--- src/hw/rtl/tca_pkg.sv ---
`timescale 1ns / 1ps
`default_nettype none
// ----------------------------------------------------------------------------
// tca_pkg - shared types and constants
// Sizes, register indexes and pair-ordering helpers for the correlator.
// ----------------------------------------------------------------------------
package tca_pkg;

  localparam int LAG_DEPTH   = 16;
  localparam int VALS        = 2;                   // values per time sample
  localparam int NPMAX       = VALS * VALS;
  localparam int SLOT_W      = $clog2(LAG_DEPTH);
  localparam int HELD_W      = $clog2(LAG_DEPTH + 1);
  localparam int VIDX_W      = (VALS > 1) ? $clog2(VALS) : 1;
  localparam int PIDX_W      = (NPMAX > 1) ? $clog2(NPMAX) : 1;
  localparam int NP_W        = $clog2(NPMAX + 1);
  localparam int RING_DEPTH  = LAG_DEPTH * VALS;
  localparam int RING_AW     = $clog2(RING_DEPTH);
  localparam int SUM_DEPTH   = LAG_DEPTH * NPMAX;
  localparam int SUM_AW      = $clog2(SUM_DEPTH);

  localparam int SAMPLE_W    = 16;
  localparam int SUM_W       = 48;
  localparam int CNT_W       = 32;
  localparam int SCALE_W     = 16;
  localparam int LAG_W       = 4;
  localparam int PAIR_W      = 2;
  localparam int MUL_B_W     = 25;
  localparam int MUL_P_W     = SCALE_W + MUL_B_W;
  localparam int HALF_W      = SUM_W / 2;
  localparam int NUM_W       = 64;
  localparam int DVD_W       = 55;                  // (|num| + c*128) >> 8
  localparam int DCNT_W      = $clog2(DVD_W + 1);
  localparam int OUT_TDATA_W = 88;
  localparam int OUT_PAD_W   = OUT_TDATA_W - (LAG_W + PAIR_W + CNT_W + SUM_W);

  localparam int CFG_AW      = 2;
  localparam int CFG_W       = 16;
  localparam logic [CFG_AW-1:0] CFG_PAIR_MODE = 2'd0;
  localparam logic [CFG_AW-1:0] CFG_AVG_MODE  = 2'd1;
  localparam logic [CFG_AW-1:0] CFG_SCALE     = 2'd2;

  localparam logic [2:0] PM_AUTO       = 3'd0;
  localparam logic [2:0] PM_UPPER      = 3'd1;
  localparam logic [2:0] PM_LOWER      = 3'd2;
  localparam logic [2:0] PM_AUTO_UPPER = 3'd3;
  localparam logic [2:0] PM_AUTO_LOWER = 3'd4;
  localparam logic [2:0] PM_FULL       = 3'd5;

  localparam logic signed [SCALE_W-1:0] SCALE_RST = 16'sd256;
  localparam logic signed [SUM_W-1:0]   SUM_MAX   = {1'b0, {(SUM_W-1){1'b1}}};
  localparam logic signed [SUM_W-1:0]   SUM_MIN   = {1'b1, {(SUM_W-1){1'b0}}};

  typedef struct packed {
    logic [VIDX_W-1:0] i;   // lagged sample value
    logic [VIDX_W-1:0] j;   // newest sample value
  } pair_t;

  function automatic logic pair_used(input logic [2:0] mode, input int i, input int j);
    logic r;
    unique case (mode)
      PM_UPPER:      r = (j > i);
      PM_LOWER:      r = (j < i);
      PM_AUTO_UPPER: r = (j >= i);
      PM_AUTO_LOWER: r = (j <= i);
      PM_FULL:       r = 1'b1;
      default:       r = (j == i);
    endcase
    return r;
  endfunction

  function automatic logic [NP_W-1:0] pair_count(input logic [2:0] mode);
    logic [NP_W-1:0] n;
    n = '0;
    for (int i = 0; i < VALS; i++)
      for (int j = 0; j < VALS; j++)
        if (pair_used(mode, i, j)) n = n + NP_W'(1);
    return n;
  endfunction

  function automatic pair_t pair_at(input logic [2:0] mode, input logic [PIDX_W-1:0] p);
    pair_t r;
    logic [NP_W-1:0] n;
    r = '0;
    n = '0;
    for (int i = 0; i < VALS; i++)
      for (int j = 0; j < VALS; j++)
        if (pair_used(mode, i, j)) begin
          if (n == NP_W'(p)) begin
            r.i = VIDX_W'(i);
            r.j = VIDX_W'(j);
          end
          n = n + NP_W'(1);
        end
    return r;
  endfunction

endpackage
`default_nettype wire

--- src/hw/rtl/tca_mul.sv ---
`timescale 1ns / 1ps
`default_nettype none
// ----------------------------------------------------------------------------
// tca_mul - shared signed multiplier
// 16 x 25 bit signed product with a registered output.
// ----------------------------------------------------------------------------
module tca_mul (
  input  wire                                         clk,
  input  wire logic signed [tca_pkg::SCALE_W-1:0]     a,
  input  wire logic signed [tca_pkg::MUL_B_W-1:0]     b,
  output logic signed [tca_pkg::MUL_P_W-1:0]          prod_r
);

  always_ff @(posedge clk) begin
    prod_r <= tca_pkg::MUL_P_W'(a) * tca_pkg::MUL_P_W'(b);
  end

endmodule
`default_nettype wire

--- config.mk ---
export PLATFORM = sky130hd
export DESIGN_NAME = tca_mul
export DESIGN_NICKNAME = d
export VERILOG_FILES = /design/src/hw/rtl/tca_pkg.sv /design/src/hw/rtl/tca_mul.sv
export SDC_FILE = /design/constraint.sdc
export NUM_CORES = 1
export LEC_CHECK = 0
export ABC_AREA = 1
export ABC_CLOCK_PERIOD_IN_PS = 5850
export BUFFER_PORTS_ARGS = -buffer_cell sky130_fd_sc_hd__buf_2
export CORE_UTILIZATION = 40
export CTS_BUF_LIST = sky130_fd_sc_hd__clkbuf_4 sky130_fd_sc_hd__clkbuf_8
export CTS_CLUSTER_DIAMETER = 30
export DETAILED_ROUTE_END_ITERATION = 6
export PLACE_DENSITY = 0.59
export SLEW_MARGIN = 25
export SYNTH_ARGS = -nofsm -noshare
export SYNTH_HDL_FRONTEND = slang
export SYNTH_SLANG_ARGS = --single-unit
export TNS_END_PERCENT = 50
--- constraint.sdc ---
create_clock -name clk -period 5.85 [get_ports clk]
set_clock_uncertainty 0.05 [all_clocks]
set_input_delay 0.585 -clock clk [delete_from_list [all_inputs] [get_ports clk]]
set_output_delay 0.585 -clock clk [all_outputs]
set_load 0.03 [all_outputs]
# Yosys cells after proc, flatten, opt, wreduce, memory -nomap -nowiden
# Cells that the tools add are included.
op_classes:
  n_mul: 1
op_table:
  columns: ["op", "count"]
  rows:
  - ["16-bit by 25-bit multiplier with 41-bit output", 1]
totals:
  register_bits: 41
  input_bits: 42
  word_cells: 2
  output_inout_bits: 41

# Depth between registers and ports, before layout
logic_depth:
  ltp_word: 1
  depth_mapped: 28
  depth_no_buf: 26

# Worst setup path before layout
# Ideal clock, no wire load.
synth_timing:
  path_kind: "in2reg"
  from: "input port a[4] (netlist bit)"
  to: "register prod_r[40] (netlist bit)"
  path_buffers: 2
  t_arrival_ns: 5.800
  setup_ns: 0.113
  setup_slack_ns: -0.113
  cell_stages: 22
  t_required_ns: 5.687
  cell_sequence: "clkbuf_1 -> clkbuf_1 -> nand2_1 -> fa_1 -> inv_1 -> fa_1 -> inv_1 -> fa_1 -> inv_1 -> fa_1 -> inv_1 -> fa_1 -> fa_1 -> inv_1 -> ha_1 -> inv_1 -> nor3_1 -> nand2_1 -> nor2_2 -> nand3_1 -> nand3_1 -> nand2_1"
synth_via:
  elab_chain_cells: 1
synth_rtl:
  columns: ["item", "line_no", "source"]
  rows:
  - ["from (decl)", "tca_mul.sv:9", "input wire logic signed [tca_pkg::SCALE_W-1:0] a,"]
  - ["16-bit by 25-bit multiplier with 41-bit output", "tca_mul.sv:15", "prod_r <= tca_pkg::MUL_P_W'(a) * tca_pkg::MUL_P_W'(b);"]
  - ["to (signal assigned)", "tca_mul.sv:15", null]
  - ["to (decl)", "tca_mul.sv:11", "output logic signed [tca_pkg::MUL_P_W-1:0] prod_r"]
# No other way between the ends.

# Worst setup path in the final report
layout_timing:
  from: "input port a[5] (netlist bit)"
  to: "register prod_r[39] (netlist bit)"
# Same word-level chain as after synthesis.

==> results.ini <==
[layout]
multiInputGateArea_um2=12800
area_delta_synth_final_pct=13.3
largest_register_ffs=41
layout_common_cells=inv_1, nand2_1, fa_1, buf_4, ha_1
largestRegisters=prod_r x41
final_util=0.459
layout_commonest_cell=inv_1
top_register=prod_r
fillers=4095
drive_gt1_frac=0.127
nNetsFinal=2873
ff_latch_area_um2=821

[timing]
finalHoldViolations=0
hold_ws_ps=672
fmax_mhz=178
setup_violations=0
timing.final.crit_share=0.959
post-route-min-period_ps=5610
rsz0062_at_grt=no
drv_slew=0
fin_ws_ps=241
relSlewSlack=0.713
worstMarginPinSlew_ps=430

[grt]
overflow=0
grt_start_max_net_pins=21
grt_pass1_wl_mm=73.1
antenna_found_initial=1
grt_util_all_layers=0.221
grt_pass1_vias=14300

[place]
gp_congestion=0.900
port_buffers=82
dpl_worst_slack_ps=-242
dp_hpwl_mm=39.2

[worst_hold_path]
hold_end=prod_r[0]
hp-start=b[0]
hold_depth=4
hp-class=in -> reg

[route]
avgRoutedWirePerCell_um=15.1
drt-pass1-iter-count=5
viasPerCell=4.59
drt-total-wl_mm=43.4
dr.first_iter.drc_count=635
drcViolationCount=0
vias=13200
ant_nets=0

[status]
outcome=completed

[logic_synthesis]
synth_cell_types=31
synth-edff-count=0
avgSynthCellArea_um2=7.55
yosysWarnings=0
ys_async_sr_fraction=0
synth_ff_type=dfxtp_1
synth_nets=2722
synth_top_area_cell=fa_1
ys_seq_area_frac=0.0496
ys_seq_elements=41
synth_area_leaders=fa_1, inv_1, nand2_1
synthesis.instances=2192
netlist_area_um2=16500
synth.top_cell.area_share=0.470

[clock_tree]
cts-hold-fix-buffers=0
clkTransAtPathRegs_ps=100
cts_buffer_depth=2
cts_sinks=41
cts_root_buf=clkbuf_8
cts_tree=done
htreeDepth=2
cts_made_buffers=5

[die]
io_pins=83
num_rows=74
die_h_um=205
die-width_um=205
dieArea_um2=42200
initial_utilization=0.405
coreArea_um2=40800

[worst_setup_path]
crit_path_max_fanout=15
worstPathArrival_ps=5760
cp-end-kind=flip-flop
worst_setup_path_start_kind=primary input
required_ps=6000
path_class=in -> reg

[run]
drv_cap=0

## synth_stat cells, types with 2 or more instances
library cell  instances
and2_1                2
xor2_1               22
nand3b_1              3
nand2_1             607
fa_1                388
nor3_1                5
nand4_1               8
o21bai_1              6
buf_1                 2
or2_2                 3
inv_1               703
a21o_1                2
nor2_2                8
dfxtp_1              41
inv_2                 2
nand3_1              38
a21oi_2               3
nand2_2              10
xnor2_1               4
a21oi_1              31
o21ai_0               9
nor2_1               88
nand3_2               8
clkbuf_1             91
nor3_2                3
ha_1                100
## stage by stage
stage	std cells	instance area, um2	setup TNS [ps]
after floorplan	2192	16500	0
after global placement	2867	18600	-2550
after detailed placement	2867	18600	-3330
after CTS	2875	18600	0
after global routing	2877	18700	0
final	2877	18700	0
## cell families after synthesis
family,synth area share
compound gates,0.0181
xor+xnor,0.0138
fa+ha+maj,0.545
buf+inv,0.181
flops,0.0496
simple gates,0.192
## critical path: stages
cell and delay, ps:
clkbuf_4 220, buf_4 200, buf_4 160, nand2_1 60, inv_1 50, fa_1 500, inv_1 50, fa_1 390
fa_1 520, fa_1 560, inv_1 50, fa_1 490, fa_1 460, ha_1 400, nand2_2 120, nor2_1 170
nand2_1 110, nor2_1 220, buf_4 140, nand3_1 100, nand4_1 120, nand2_1 70
## worst max-delay path by stage
stage	endpoint	slack, ps	cells after the start	startpoint
final	prod_r[39]	240	22	a[5]
after global routing	prod_r[39]	4	25	a[5]
after CTS	prod_r[36]	80	25	a[2]
after detailed placement	prod_r[36]	-240	25	a[2]
after global placement	prod_r[39]	-250	21	a[3]
after floorplan	prod_r[40]	60	22	a[4]
## layer usage
| layer | share of wire | wire length (um) | GRT usage |
|---|---|---|---|
| met5 | 0 | 0 | 0 |
| met4 | 0.021 | 932 | 0.0479 |
| met3 | 0.030 | 1290 | 0.00871 |
| met2 | 0.52 | 22600 | 0.415 |
| met1 | 0.43 | 18600 | 0.280 |
## cell type report
type / count / share of cell area
Inverter: 705 / 0.141
Sequential cell: 41 / 0.0438
Clock inverter: 3 / 0.00134
Multi-Input combinational cell: 1353 / 0.682
Timing Repair Buffer: 237 / 0.0927
Antenna cell: 1 / 0.000134
Clock buffer: 5 / 0.00367
Tap cell: 532 / 0.0355
## what timing repair did
item	CTS	global route
resized for setup	0	32
setup buffers	0	1
endpoints found under the setup margin	0	21
Power is not shown: default switching activity piles up to over one toggle a cycle in this logic, so the estimate is an artifact.
