**src/hw/rtl/tca_pkg.sv**
```systemverilog
`timescale 1ns / 1ps
`default_nettype none
// ----------------------------------------------------------------------------
// tca_pkg - shared types and constants
// Sizes, register indexes and pair-ordering helpers for the correlator.
// ----------------------------------------------------------------------------
package tca_pkg;

  localparam int LAG_DEPTH   = 16;
  localparam int VALS        = 2;                   // values per time sample
  localparam int NPMAX       = VALS * VALS;
  localparam int SLOT_W      = $clog2(LAG_DEPTH);
  localparam int HELD_W      = $clog2(LAG_DEPTH + 1);
  localparam int VIDX_W      = (VALS > 1) ? $clog2(VALS) : 1;
  localparam int PIDX_W      = (NPMAX > 1) ? $clog2(NPMAX) : 1;
  localparam int NP_W        = $clog2(NPMAX + 1);
  localparam int RING_DEPTH  = LAG_DEPTH * VALS;
  localparam int RING_AW     = $clog2(RING_DEPTH);
  localparam int SUM_DEPTH   = LAG_DEPTH * NPMAX;
  localparam int SUM_AW      = $clog2(SUM_DEPTH);

  localparam int SAMPLE_W    = 16;
  localparam int SUM_W       = 48;
  localparam int CNT_W       = 32;
  localparam int SCALE_W     = 16;
  localparam int LAG_W       = 4;
  localparam int PAIR_W      = 2;
  localparam int MUL_B_W     = 25;
  localparam int MUL_P_W     = SCALE_W + MUL_B_W;
  localparam int HALF_W      = SUM_W / 2;
  localparam int NUM_W       = 64;
  localparam int DVD_W       = 55;                  // (|num| + c*128) >> 8
  localparam int DCNT_W      = $clog2(DVD_W + 1);
  localparam int OUT_TDATA_W = 88;
  localparam int OUT_PAD_W   = OUT_TDATA_W - (LAG_W + PAIR_W + CNT_W + SUM_W);

  localparam int CFG_AW      = 2;
  localparam int CFG_W       = 16;
  localparam logic [CFG_AW-1:0] CFG_PAIR_MODE = 2'd0;
  localparam logic [CFG_AW-1:0] CFG_AVG_MODE  = 2'd1;
  localparam logic [CFG_AW-1:0] CFG_SCALE     = 2'd2;

  localparam logic [2:0] PM_AUTO       = 3'd0;
  localparam logic [2:0] PM_UPPER      = 3'd1;
  localparam logic [2:0] PM_LOWER      = 3'd2;
  localparam logic [2:0] PM_AUTO_UPPER = 3'd3;
  localparam logic [2:0] PM_AUTO_LOWER = 3'd4;
  localparam logic [2:0] PM_FULL       = 3'd5;

  localparam logic signed [SCALE_W-1:0] SCALE_RST = 16'sd256;
  localparam logic signed [SUM_W-1:0]   SUM_MAX   = {1'b0, {(SUM_W-1){1'b1}}};
  localparam logic signed [SUM_W-1:0]   SUM_MIN   = {1'b1, {(SUM_W-1){1'b0}}};

  typedef struct packed {
    logic [VIDX_W-1:0] i;   // lagged sample value
    logic [VIDX_W-1:0] j;   // newest sample value
  } pair_t;

  function automatic logic pair_used(input logic [2:0] mode, input int i, input int j);
    logic r;
    unique case (mode)
      PM_UPPER:      r = (j > i);
      PM_LOWER:      r = (j < i);
      PM_AUTO_UPPER: r = (j >= i);
      PM_AUTO_LOWER: r = (j <= i);
      PM_FULL:       r = 1'b1;
      default:       r = (j == i);
    endcase
    return r;
  endfunction

  function automatic logic [NP_W-1:0] pair_count(input logic [2:0] mode);
    logic [NP_W-1:0] n;
    n = '0;
    for (int i = 0; i < VALS; i++)
      for (int j = 0; j < VALS; j++)
        if (pair_used(mode, i, j)) n = n + NP_W'(1);
    return n;
  endfunction

  function automatic pair_t pair_at(input logic [2:0] mode, input logic [PIDX_W-1:0] p);
    pair_t r;
    logic [NP_W-1:0] n;
    r = '0;
    n = '0;
    for (int i = 0; i < VALS; i++)
      for (int j = 0; j < VALS; j++)
        if (pair_used(mode, i, j)) begin
          if (n == NP_W'(p)) begin
            r.i = VIDX_W'(i);
            r.j = VIDX_W'(j);
          end
          n = n + NP_W'(1);
        end
    return r;
  endfunction

endpackage
`default_nettype wire

```
**src/hw/rtl/tca_div.sv**
```systemverilog
`timescale 1ns / 1ps
`default_nettype none
// ----------------------------------------------------------------------------
// tca_div - iterative unsigned divider
// Restoring division, one quotient bit per cycle.
// ----------------------------------------------------------------------------
module tca_div (
  input  wire                                   clk,
  input  wire                                   rst_n,
  input  wire                                   start,
  input  wire logic [tca_pkg::DVD_W-1:0]        dividend,
  input  wire logic [tca_pkg::CNT_W-1:0]        divisor,
  output logic                                  done_r,
  output logic [tca_pkg::DVD_W-1:0]             quot_r
);

  logic [tca_pkg::CNT_W-1:0]  rem_r;
  logic [tca_pkg::CNT_W-1:0]  dsr_r;
  logic [tca_pkg::DCNT_W-1:0] cnt_r;
  logic [tca_pkg::CNT_W:0]    rem_sh;
  logic                       fits;

  assign rem_sh = {rem_r, quot_r[tca_pkg::DVD_W-1]};
  assign fits   = (rem_sh >= {1'b0, dsr_r});

  always_ff @(posedge clk) begin
    if (!rst_n) begin
      cnt_r  <= '0;
      done_r <= 1'b0;
    end else begin
      done_r <= 1'b0;
      if (start) begin
        cnt_r  <= tca_pkg::DCNT_W'(tca_pkg::DVD_W);
        quot_r <= dividend;
        dsr_r  <= divisor;
        rem_r  <= '0;
      end else if (cnt_r != '0) begin
        rem_r  <= fits ? tca_pkg::CNT_W'(rem_sh - {1'b0, dsr_r})
                       : tca_pkg::CNT_W'(rem_sh);
        quot_r <= {quot_r[tca_pkg::DVD_W-2:0], fits};
        cnt_r  <= cnt_r - tca_pkg::DCNT_W'(1);
        done_r <= (cnt_r == tca_pkg::DCNT_W'(1));
      end
    end
  end

endmodule
`default_nettype wire

```
**config.mk**
```make
export PLATFORM = sky130hd
export DESIGN_NAME = tca_div
export DESIGN_NICKNAME = d
export VERILOG_FILES = /design/src/hw/rtl/tca_pkg.sv /design/src/hw/rtl/tca_div.sv
export SDC_FILE = /design/constraint.sdc
export NUM_CORES = 1
export LEC_CHECK = 0
export BUFFER_PORTS_ARGS = -buffer_cell sky130_fd_sc_hd__buf_2
export CORE_ASPECT_RATIO = 1.4
export CORE_MARGIN = 2
export CORE_UTILIZATION = 50
export CTS_CLUSTER_SIZE = 10
export DETAILED_ROUTE_END_ITERATION = 7
export GPL_TIMING_DRIVEN = 0
export PLACE_DENSITY = 0.77
export SLEW_MARGIN = 25
export SYNTH_ARGS = -nofsm -noshare
export SYNTH_HDL_FRONTEND = slang
export SYNTH_SLANG_ARGS = --single-unit
```
**constraint.sdc**
```tcl
create_clock -name clk -period 3.08 [get_ports clk]
set_input_delay 0.308 -clock clk [delete_from_list [all_inputs] [get_ports clk]]
set_output_delay 0.308 -clock clk [all_outputs]
set_load 0.05 [all_outputs]
```
Word level (Yosys, flattened, before mapping)
Cells that the tools add are included.
- memories: 0
- latch bits: 0
- RAM bits: 0
- input bits: 90
- memory bits (read-only): 0
- flip-flop bits (word level): 126
- bitwise gates (word level): 2
- $add $sub $neg: 2
- reductions and logical operators: 6
- muxes and demuxes: 6
- equal/unequal tests: 1
- div/mod/pow operators: 0
- shift-type cells: 0
- magnitude comparators: 1
- $mul: 0
- operators with widths (cell ; count):
    55-bit two-way mux ; 2
    32-bit two-way mux ; 2
    33-bit by 32-bit >= comparator with 1-bit output ; 1
    32-bit subtractor ; 1
    6-bit two-way mux ; 2
    6-bit by 1-bit equality test with 1-bit output, second input constant ; 1
    6-bit nonzero test ; 1
    6-bit by 1-bit subtractor with 6-bit output, second input constant ; 1
    2-bit AND reduction ; 2
    3-bit OR reduction ; 1
    1-bit NOT ; 2
    2-bit nonzero test ; 1
    2-bit OR reduction ; 1

Longest topological paths before layout
- word-level depth: 3
- mapped depth: 13
- depth with buffers taken out: 13

Worst setup path after synthesis
OpenSTA, ideal clock, no wires.
- path type: reg2reg
- from: register cnt_r[0] (netlist bit)
- to: register quot_r[0] (netlist bit) (enable)
- arrival: 2.618 ns
- period minus slack after synthesis: 3.058 ns
- path buffers: 0
- library setup time: 0.440 ns
- cell stages (with the launch flop): 6
- path slack: 0.022 ns
- cell sequence: dfxtp_1 inv_1 ha_1 nand2_1 o21ai_0 inv_1
- cells in the longest elaborated chain, start to end: 3
- RTL lines (what ; RTL line ; RTL):
    from (decl) ; tca_div.sv:19 ; logic [tca_pkg::DCNT_W-1:0] cnt_r;
    from (signal assigned) ; tca_div.sv:33 ; cnt_r <= tca_pkg::DCNT_W'(tca_pkg::DVD_W);
    from (signal assigned) ; tca_div.sv:41 ; cnt_r <= cnt_r - tca_pkg::DCNT_W'(1);
    6-bit nonzero test ; tca_div.sv:37 ; end else if (cnt_r != '0) begin
    2-bit nonzero test (no line) ; - ;
    2-bit AND reduction (no line) ; - ;
    to (signal assigned) ; tca_div.sv:34 ; quot_r <= dividend;
    to (signal assigned) ; tca_div.sv:40 ; quot_r <= {quot_r[tca_pkg::DVD_W-2:0], fits};
    to (decl) ; tca_div.sv:14 ; output logic [tca_pkg::DVD_W-1:0] quot_r
No other way between the ends.
A chain may end at the register's enable or synchronous reset.

Final worst setup path
- from: register rem_r[9] (netlist bit)
- to: register rem_r[27] (netlist bit) (data pin)
- cells in the longest elaborated chain, start to end: 3
- RTL lines (what ; RTL line ; RTL):
    from (decl) ; tca_div.sv:17 ; logic [tca_pkg::CNT_W-1:0] rem_r;
    from (signal assigned) ; tca_div.sv:38 ; rem_r <= fits ? tca_pkg::CNT_W'(rem_sh - {1'b0, dsr_r})
    32-bit subtractor / 33-bit by 32-bit >= comparator with 1-bit output (equally long branches) ; tca_div.sv:38, tca_div.sv:24 ;
    32-bit two-way mux * ; tca_div.sv:38 ;
    32-bit two-way mux * ; tca_div.sv:37 ;
Mark *: on every way between the ends. The rest lies on a longest branch, timed or not. The select of a mux whose other input is x is not followed.

==> impl_metrics.env <==
export IMPL_path_max_fanout=10
export IMPL_cpPeakStageDelay_ps=570
export IMPL_finalSetupViolCount=2
export IMPL_cts_buffers=17
export IMPL_antenna_left=0
export IMPL_status="finished, violations left"
export IMPL_synthCells=535
export IMPL_antenna_cells=0
export IMPL_clk_latency_ps=420
export IMPL_yosys_warnings=0
export IMPL_fmax_ghz=0.322
export IMPL_portBuffers=145
export IMPL_die_h_um=141
export IMPL_worstPathArrival_ps=3350
export IMPL_layout_commonest_cell="buf_2"
export IMPL_finalWirelength_um=16100
export IMPL_syn_area_um2=6710
export IMPL_cts_tree="built"
export IMPL_cts_buffer_depth=2
export IMPL_gp_congestion=0.913
export IMPL_leakage_uw=0.00364
export IMPL_fin_total_pwr_uw=6440
export IMPL_rsz0062_at_grt="true"
export IMPL_multi_input_area_um2=2910
export IMPL_drcViolationCount=0
export IMPL_final_setup_skew_ps=13.9
export IMPL_initial_utilization_pct=50.6
export IMPL_hpwl_um=10900
export IMPL_crit_type="register to register"
export IMPL_cp_slowest_cell="or4_1"
export IMPL_reg2reg_setup_slack_ps=-20
export IMPL_slew_headroom_pct=52.1
export IMPL_clk_pin_slew_ps=60
export IMPL_first_global_vias=5149
export IMPL_grt_max_degree=49
export IMPL_grt_use_total_pct=22.2
export IMPL_avgSynthCellArea_um2=12.5
export IMPL_first_pass_iters=6
export IMPL_drive_above_1_share_pct=38.4
export IMPL_h_tree_depth=4
export IMPL_worst_pin_slew_ps=718
export IMPL_power_per_cell_area_nw_per_um2=746
export IMPL_core_area_um2=13300
export IMPL_crit_chain="ha_1, nand4_1, or4_1, nor3_1, a211oi_1, nand2_1, a31oi_4, buf_12, or2_1, buf_4, o31ai_2"
export IMPL_async_flop_share_pct=0
export IMPL_post_route_period_util_pct=101
export IMPL_vias=4985
export IMPL_synth_distinct_cells=46
export IMPL_antenna_found_initial=0
export IMPL_gr_total_overflow=0
export IMPL_rows=50
export IMPL_post_drt_via_cell_ratio=5.49
export IMPL_synth_seq_cells=126
export IMPL_dp_slack_ps=-266
export IMPL_synth_edf_count=119
export IMPL_root_buffer="clkbuf_16"
export IMPL_crit_family="simple AND/OR/NAND/NOR gates"
export IMPL_final_cell_mix="146 x buf_2, 119 x edfxtp_1, 54 x mux2_2"
export IMPL_drt_iter0_markers=356
export IMPL_seqCellArea_um2=3710
export IMPL_seq_area_frac_synth_pct=55.3
export IMPL_violations="setup timing"
export IMPL_min_period_ps=3100
export IMPL_die_area_um2=14400
export IMPL_fillCellCount=1042
export IMPL_cp_num_buf_inv=2
export IMPL_cts_sinks=126
export IMPL_ios=146
export IMPL_post_drt_wl_per_cell_um=17.7
export IMPL_hold_path_class="primary input to register"
export IMPL_irDropWorstVdd_v=0.000503
export IMPL_areaGrowthSynthToFinish_pct=28.6
export IMPL_synth_flop_cell="edfxtp_1"
export IMPL_grt_pass1_wl_um=24900
export IMPL_hold_viol=0
export IMPL_ctsHoldBuffers=0
export IMPL_synthesis_nets=661
export IMPL_max_cap_violations=0
export IMPL_drv_slew=0
export IMPL_die_w_um=102
export IMPL_fin_ws_ps=-22.8
export IMPL_nNetsFinal=839
export IMPL_required_ps=3330
export IMPL_crit_path_end_kind="register"
export IMPL_start_kind="register"
## registers in the layout, indices dropped and copies added (netlist names)
register  count
dsr_r        32
done_r        1
quot_r       55
rem_r        32
cnt_r         6
## metal layers
layer,track usage [%],up-vias,part of all wire (%)
li1,-,2342,-
met2,38.8,185,52
met3,7.34,27,7.0
met5,0,-,0
met4,8.84,0,2.3
met1,24.5,2431,38
## area by class of cell
type | instances | area share [%]
Sequential cell | 126 | 43.0
Timing Repair Buffer | 162 | 10.4
Buffer | 15 | 1.09
Multi-Input combinational cell | 350 | 33.7
Clock inverter | 14 | 2.42
Clock buffer | 18 | 4.97
Tap cell | 182 | 2.64
Inverter | 41 | 1.81
## Yosys cell counts (all sizes together), types with 2 or more instances
cell | number | area (um2)
ha | 35 | 438
a21oi | 35 | 186
o21a | 6 | 45.0
and4b | 2 | 20.0
mux2i | 22 | 220
o21ai | 23 | 115
nand2 | 24 | 90.1
a211oi | 4 | 30.0
edfxtp | 119 | 3570
nor2b | 6 | 37.5
or3 | 2 | 12.5
nand3 | 8 | 40.0
a221oi | 2 | 17.5
a21o | 14 | 105
inv | 41 | 154
and3 | 2 | 12.5
xor2 | 16 | 140
mux2 | 54 | 608
or2 | 3 | 18.8
nand4 | 4 | 25.0
nor2 | 30 | 113
nand2b | 3 | 18.8
dfxtp | 7 | 140
nor4 | 2 | 12.5
buf | 5 | 36.3
nor3 | 4 | 20.0
o21bai | 3 | 22.5
o31ai | 2 | 15.0
clkbuf | 13 | 48.8
a31oi | 8 | 65.1
xnor2 | 17 | 149
nand3b | 10 | 75.1
## power breakdown
| group | internal (uW) | switching [uW] |
|---|---|---|
| registers | 2150 | 119 |
| logic | 852 | 1140 |
| clock network | 1370 | 816 |
## worst reg2reg max path, delay by kind of cell, from the launching register on
family,cells,cell delay [ps]
compound gates,3,430
buf+inv,2,340
flops,1,410
simple gates,5,1390
fa+ha+maj,1,370
## per-stage QoR
step           hold slack [ps]  TNS, ps  instances  area, um2  util (%)
2_1_floorplan              407        0        535       6710         -
3_3_place_gp               487   -89360        862       7660      57.8
3_5_place_dp               486    -5380        863       7690      58.0
4_1_cts                   52.0        0        899       8390      63.3
5_1_grt                   51.1     -563        908       8630      65.1
6_report                  57.0    -25.6        908       8630      65.1
## cell families after synthesis
group | after synthesis | share of synthesized area [%]
xor+xnor | 33 | 4.31
compound gates | 103 | 10.0
flops | 126 | 55.3
simple gates | 102 | 7.63
buf+inv | 59 | 3.56
fa+ha+maj | 36 | 6.82
mux | 76 | 12.3
## path summary, 6_finish.rpt
path               endpoint  depth (start not counted)   startpoint
setup / recovery  rem_r[27]                         11     rem_r[9]
hold / removal    dsr_r[29]                          1  divisor[29]
setup reg to reg  rem_r[27]                         11     rem_r[9]
hold reg to reg   quot_r[9]                          1    quot_r[8]
## timing repair
action | in CTS | in global routing
resized for setup | 6 | 26
gates cloned | 0 | 1
endpoints found under the setup margin | 31 | 32
pin swaps | 3 | 11
buffers inserted | 4 | 11
Power figures use the tool's default switching activity.
